$ cat src/rtl/core/slat_pkg.sv
package slat_pkg;

    // default sizes of the tracker
    localparam int MAX_SET_INDEX_BITS_DEF = 10;
    localparam int MAX_WAYS_DEF           = 8;

    // fixed field widths
    localparam int ADDR_W     = 64;
    localparam int TAG_W      = 62;
    localparam int CNT_W      = 32;
    localparam int FUNC_W     = 2;
    localparam int OUTCOME_W  = 2;
    localparam int SIB_W      = 4;
    localparam int BOB_W      = 6;
    localparam int WIU_W      = 4;
    localparam int CFG_IDX_W  = 2;
    localparam int CFG_DATA_W = 6;
    localparam int BOB_MAX    = 32;
    localparam int SHAMT_W    = 7;
    localparam int WAY_SEL_W  = 4;

    // access kinds
    localparam logic [FUNC_W-1:0] FUNC_MODIFY = 2'd2;

    // result of one access
    typedef enum logic [OUTCOME_W-1:0] {
        OUT_HIT   = 2'd0,
        OUT_FILL  = 2'd1,
        OUT_EVICT = 2'd2
    } outcome_t;

    // configuration register indexes
    typedef enum logic [CFG_IDX_W-1:0] {
        CFG_SET_INDEX_BITS    = 2'd0,
        CFG_BLOCK_OFFSET_BITS = 2'd1,
        CFG_WAYS_IN_USE       = 2'd2
    } cfg_idx_t;

    // main sequencer states
    typedef enum logic [2:0] {
        ST_CLEAR,
        ST_IDLE,
        ST_SPLIT,
        ST_READ,
        ST_SCAN,
        ST_WRITE,
        ST_DONE
    } state_t;

    // way scan verdict: what happened and which way it concerns
    typedef struct packed {
        outcome_t               kind;
        logic [WAY_SEL_W-1:0]   way;
    } scan_res_t;

    // bits needed to number n items, at least one
    function automatic int idx_w(input int n);
        return (n > 1) ? $clog2(n) : 1;
    endfunction

endpackage

$ cat src/rtl/core/slat_way_scan.sv
module slat_way_scan
    import slat_pkg::*;
#(
    parameter int WAYS = MAX_WAYS_DEF
)
(
    input  logic                                clk,
    input  logic                                rst_n,
    input  logic                                start,
    input  logic [idx_w(WAYS)-1:0]              last_way,
    input  logic [TAG_W-1:0]                    tag,
    input  logic [WAYS-1:0]                     row_valid,
    input  logic [WAYS-1:0][idx_w(WAYS)-1:0]    row_rank,
    input  logic [WAYS-1:0][TAG_W-1:0]          row_tag,
    output logic                                done,
    output scan_res_t                           res
);

    localparam int WAY_W  = idx_w(WAYS);
    localparam int RANK_W = idx_w(WAYS);

    logic              busy_reg;
    logic              done_reg;
    logic [WAY_W-1:0]  j_reg;
    logic              free_reg;
    logic              free_next;
    logic [WAY_W-1:0]  free_way_reg;
    logic [WAY_W-1:0]  free_way_next;
    logic [RANK_W-1:0] best_reg;
    logic [RANK_W-1:0] best_next;
    logic [WAY_W-1:0]  vic_reg;
    logic [WAY_W-1:0]  vic_next;
    scan_res_t         res_reg;
    scan_res_t         res_next;

    logic              cur_valid;
    logic [RANK_W-1:0] cur_rank;
    logic              hit_now;
    logic              last_now;

    // one tag compare per cycle on the selected way
    always_comb
    begin
        cur_valid = row_valid[j_reg];
        cur_rank  = row_rank[j_reg];
        hit_now   = cur_valid && (row_tag[j_reg] == tag);
        last_now  = hit_now || (j_reg == last_way);

        // first empty way
        free_next     = free_reg;
        free_way_next = free_way_reg;
        if (!free_reg && !cur_valid)
        begin
            free_next     = 1'b1;
            free_way_next = j_reg;
        end

        // oldest way, lowest number on ties
        best_next = best_reg;
        vic_next  = vic_reg;
        if (j_reg == '0)
        begin
            best_next = cur_rank;
            vic_next  = '0;
        end
        else if (cur_rank > best_reg)
        begin
            best_next = cur_rank;
            vic_next  = j_reg;
        end

        // verdict if this is the final step
        if (hit_now)
        begin
            res_next.kind = OUT_HIT;
            res_next.way  = WAY_SEL_W'(j_reg);
        end
        else if (free_next)
        begin
            res_next.kind = OUT_FILL;
            res_next.way  = WAY_SEL_W'(free_way_next);
        end
        else
        begin
            res_next.kind = OUT_EVICT;
            res_next.way  = WAY_SEL_W'(vic_next);
        end
    end

    // step control
    always_ff @(posedge clk or negedge rst_n)
    begin
        if (!rst_n)
        begin
            busy_reg <= 1'b0;
            done_reg <= 1'b0;
        end
        else
        begin
            done_reg <= 1'b0;
            if (start)
            begin
                busy_reg <= 1'b1;
            end
            else if (busy_reg && last_now)
            begin
                busy_reg <= 1'b0;
                done_reg <= 1'b1;
            end
        end
    end

    // way counter and running picks
    always_ff @(posedge clk)
    begin
        if (start)
        begin
            j_reg    <= '0;
            free_reg <= 1'b0;
        end
        else if (busy_reg)
        begin
            j_reg        <= j_reg + 1'b1;
            free_reg     <= free_next;
            free_way_reg <= free_way_next;
            best_reg     <= best_next;
            vic_reg      <= vic_next;
            if (last_now)
            begin
                res_reg <= res_next;
            end
        end
    end

    assign done = done_reg;
    assign res  = res_reg;

endmodule

$ cat config.mk
export PLATFORM = sky130hd
export DESIGN_NAME = slat_way_scan
export DESIGN_NICKNAME = d
export VERILOG_FILES = /design/src/rtl/core/slat_pkg.sv /design/src/rtl/core/slat_way_scan.sv
export SDC_FILE = /design/constraint.sdc
export NUM_CORES = 1
export LEC_CHECK = 0
export ABC_AREA = 1
export BUFFER_PORTS_ARGS = -buffer_cell sky130_fd_sc_hd__buf_2
export CORE_AREA = 2 2 236 238
export DETAILED_ROUTE_END_ITERATION = 7
export DIE_AREA = 0 0 238 240
export SYNTH_ARGS = -nofsm -noshare
export SYNTH_HDL_FRONTEND = slang
export SYNTH_SLANG_ARGS = --single-unit
$ cat constraint.sdc
create_clock -name clk -period 7.2 [get_ports clk]
set_input_delay 0.36 -clock clk [delete_from_list [all_inputs] [get_ports clk]]
set_output_delay 0.36 -clock clk [all_outputs]
set_load 0.02 [all_outputs]
==> results.ini <==
[outcome]
status = finished, final reports clean

[floorplanning]
io_pins = 603
num_rows = 86
die_area_um2 = 57120
die_h_um = 240
core_um2 = 54660
initial_core_util_pct = 16.44
die_w_um = 238

[global_route]
use_met1_pct = 23.22
grt_pass1_vias = 12500
track_usage_pct = 18.91
grt_max_degree = 162
grt_first_pass_wirelength_mm = 79.00
overflow = 0
use_met3_pct = 4.053
gr-usage-met2_pct = 32.80
grt_busiest_layer = met2
antenna_found_initial = 25

[detailed_routing]
ant_nets = 0
drtPass1Iterations = 5
routedWlPerCell_um = 17.44
vias = 13630
routed_wl_mm = 56.76
first_iter_violations = 766
drc = 0
viasPerCell = 4.190

[logic_synthesis]
ys.flop_type = edfxtp_1
yosysWarnings = 0
synth_common_cells = 897 x nand2_1, 381 x inv_1, 257 x nand3_1
synthTopCellsByArea = nand2_1 37%, inv_1 16%, nand3_1 14%
synthCells = 2026
synth.distinct_cells = 28
synth_area_um2 = 8987
synth_top_area_share_pct = 37.46
synth_most_common_cell = nand2_1
syn_avg_cell_area_um2 = 4.436
synth_top_area_cell = nand2_1
synthesis.nets = 2627
ys_ff_latch = 20
postSynth.asyncResetShare_pct = 10.00
seq_area_frac_synth_pct = 6.126
synth_edf_count = 14

[clock_network]
cts_tree = built
hold_buffers = 1
numCtsBuffers = 3
clockRootBuffer = clkbuf_16
clk_pin_slew_ns = 0.06
htree_levels = 1
insertion_delay_ns = 0.26
cts_sinks = 20
cts-resized-gates = 0
cts_setup_buffers = 0
cts_buffer_depth = 2

[sta]
worst_slew_margin_rel_pct = 35.18
setup_tns_ns = 0
finalHoldViolations = 0
finalCritPeriodShare_pct = 56.46
finalCriticalPeriod_ns = 4.065
setup_viol = 0
tightestPinTransition_ns = 0.9723
max_freq_ghz = 0.2460
clock_skew_ns = 0.001523
setup_slack_ns = 3.135
holdWs_ns = 0.3952
maxSlewViolCount = 0
rsz0062_at_grt = false

[finish]
drive_gt1_share_pct = 24.64
register_area_um2 = 561.8
fin_util_pct = 22.82
n_fill_cell = 6574
largest_register_ffs = 5
syn_to_final_growth_pct = 38.79
final_area_um2 = 12470
nets = 3139
multi_input_area_um2 = 6345

[placed_design]
dp_hpwl_mm = 48.05
io_buffers = 601
routabilityCongestion = 0.8963
placed_area_um2 = 12330
post-place-ws_ns = 3.112

[power_and_ir_drop]
power.leakage_nw = 8.278
powerDensity_nw_per_um2 = 184.9
peakVddDrop_uv = 80.33

[setup_path]
cp_slowest_stage_delay_ns = 0.70
slowest_stage = inv_8
crit_type = reg2reg
worst_ep_arrival_time_ns = 3.97
path_common_cell = nand2_1
crit_path_start_kind = flop
rrSetupSlack_ns = 3.13
cp_data_required_time_ns = 7.11
cp_max_fo = 161
cp_cell_sequence = inv_8 -> buf_4 -> nand2_1 -> nand3_1 -> nand3_1 -> nand3_1 -> nand2_1 -> nor2_1 -> nand2_1 -> nor2_1 -> nand2_1 -> nor2_2 -> nand2_1 -> a21oi_1
reg2reg_depth = 14
worst_r2r_endpoint = res[0]
rr_startpoint = j_reg[0]
endpoint_kind = flop

[worst_hold_path]
hold_class = in2reg
min_to = busy_reg
hold_depth = 3
worstHoldStart = start

[flow_run]
cap_viol_max_count = 0

==> power breakdown <==
part	internal, mW	switching, mW
clock	0.110	0.0467
sequential	0.170	0.0463
combinational	0.601	1.33
total	0.882	1.42
==> layout by cell type, fill, tap and decap left out <==
cell type	instances
nand2_1	897
buf_2	601
inv_1	380
nand3_1	257
nor2_1	241
o21ai_0	42
nand3b_1	37
edfxtp_1	14
diode_2	13
a21oi_1	12
buf_4	8
o21ai_1	6
ha_1	5
o22ai_1	4
nor2_2	4
nand4_1	4
o211ai_1	3
xnor2_1	3
clkbuf_16	3
dfxtp_4	3
inv_4	2
a31oi_1	2
dfrtp_1	2
inv_8	1
nand2_2	1
conb_1	1
bufinv_16	1
dfxtp_1	1
dlygate4sd3_1	1
buf_12	1
==> area by class of cell <==
class | count | area share [%]
Antenna cell | 13 | 0.2608
Timing Repair Buffer | 611 | 24.84
Inverter | 383 | 11.63
Clock buffer | 3 | 0.6019
Tap cell | 704 | 7.062
Sequential cell | 20 | 4.504
Multi-Input combinational cell | 1519 | 50.87
Clock inverter | 1 | 0.2407
==> per-stage QoR <==
step | std cells | power (mW)
finish | 3254 | 2.306
global placement | 3236 | 2.169
detailed placement | 3236 | 2.171
CTS | 3241 | 2.336
global route | 3249 | 2.571
floorplan | 2026 | 1.463
==> layer usage <==
layer | routed length, um | part of all wire [%] | vias to the layer above
met5 | 102 | 0.18 | -
met4 | 1883 | 3.3 | 14
met3 | 4376 | 7.7 | 84
met2 | 26660 | 47 | 585
met1 | 23740 | 42 | 5914
li1 | - | - | 7037
==> cells by family after synthesis <==
group / after synthesis / share of synthesized area [%]
simple gates: 1441 / 65.56
buf+inv: 487 / 23.28
compound gates: 69 / 4.009
flops: 20 / 6.126
fa+ha+maj: 5 / 0.6961
xor+xnor: 3 / 0.2924
other cells: 1 / 0.04173
==> worst max path at each step <==
stage                  end     start  cells after the start  slack (ns)
finish              res[0]  j_reg[0]                     14        3.13
floorplan           res[0]  j_reg[0]                     19        4.32
detailed placement  res[0]  j_reg[0]                     16        3.11
global placement    res[0]  j_reg[0]                     16        3.04
CTS                 res[4]  j_reg[0]                     16        3.11
global route        res[0]  j_reg[0]                     16        2.80
==> worst max-delay path: cells and delay by family, from the launching register on <==
kind | cells | cell delay, ns
flops | 1 | 0.48
simple gates | 11 | 1.42
buf+inv | 2 | 1.31
compound gates | 1 | 0.41
No activity file was read; power rests on OpenSTA's default activity.
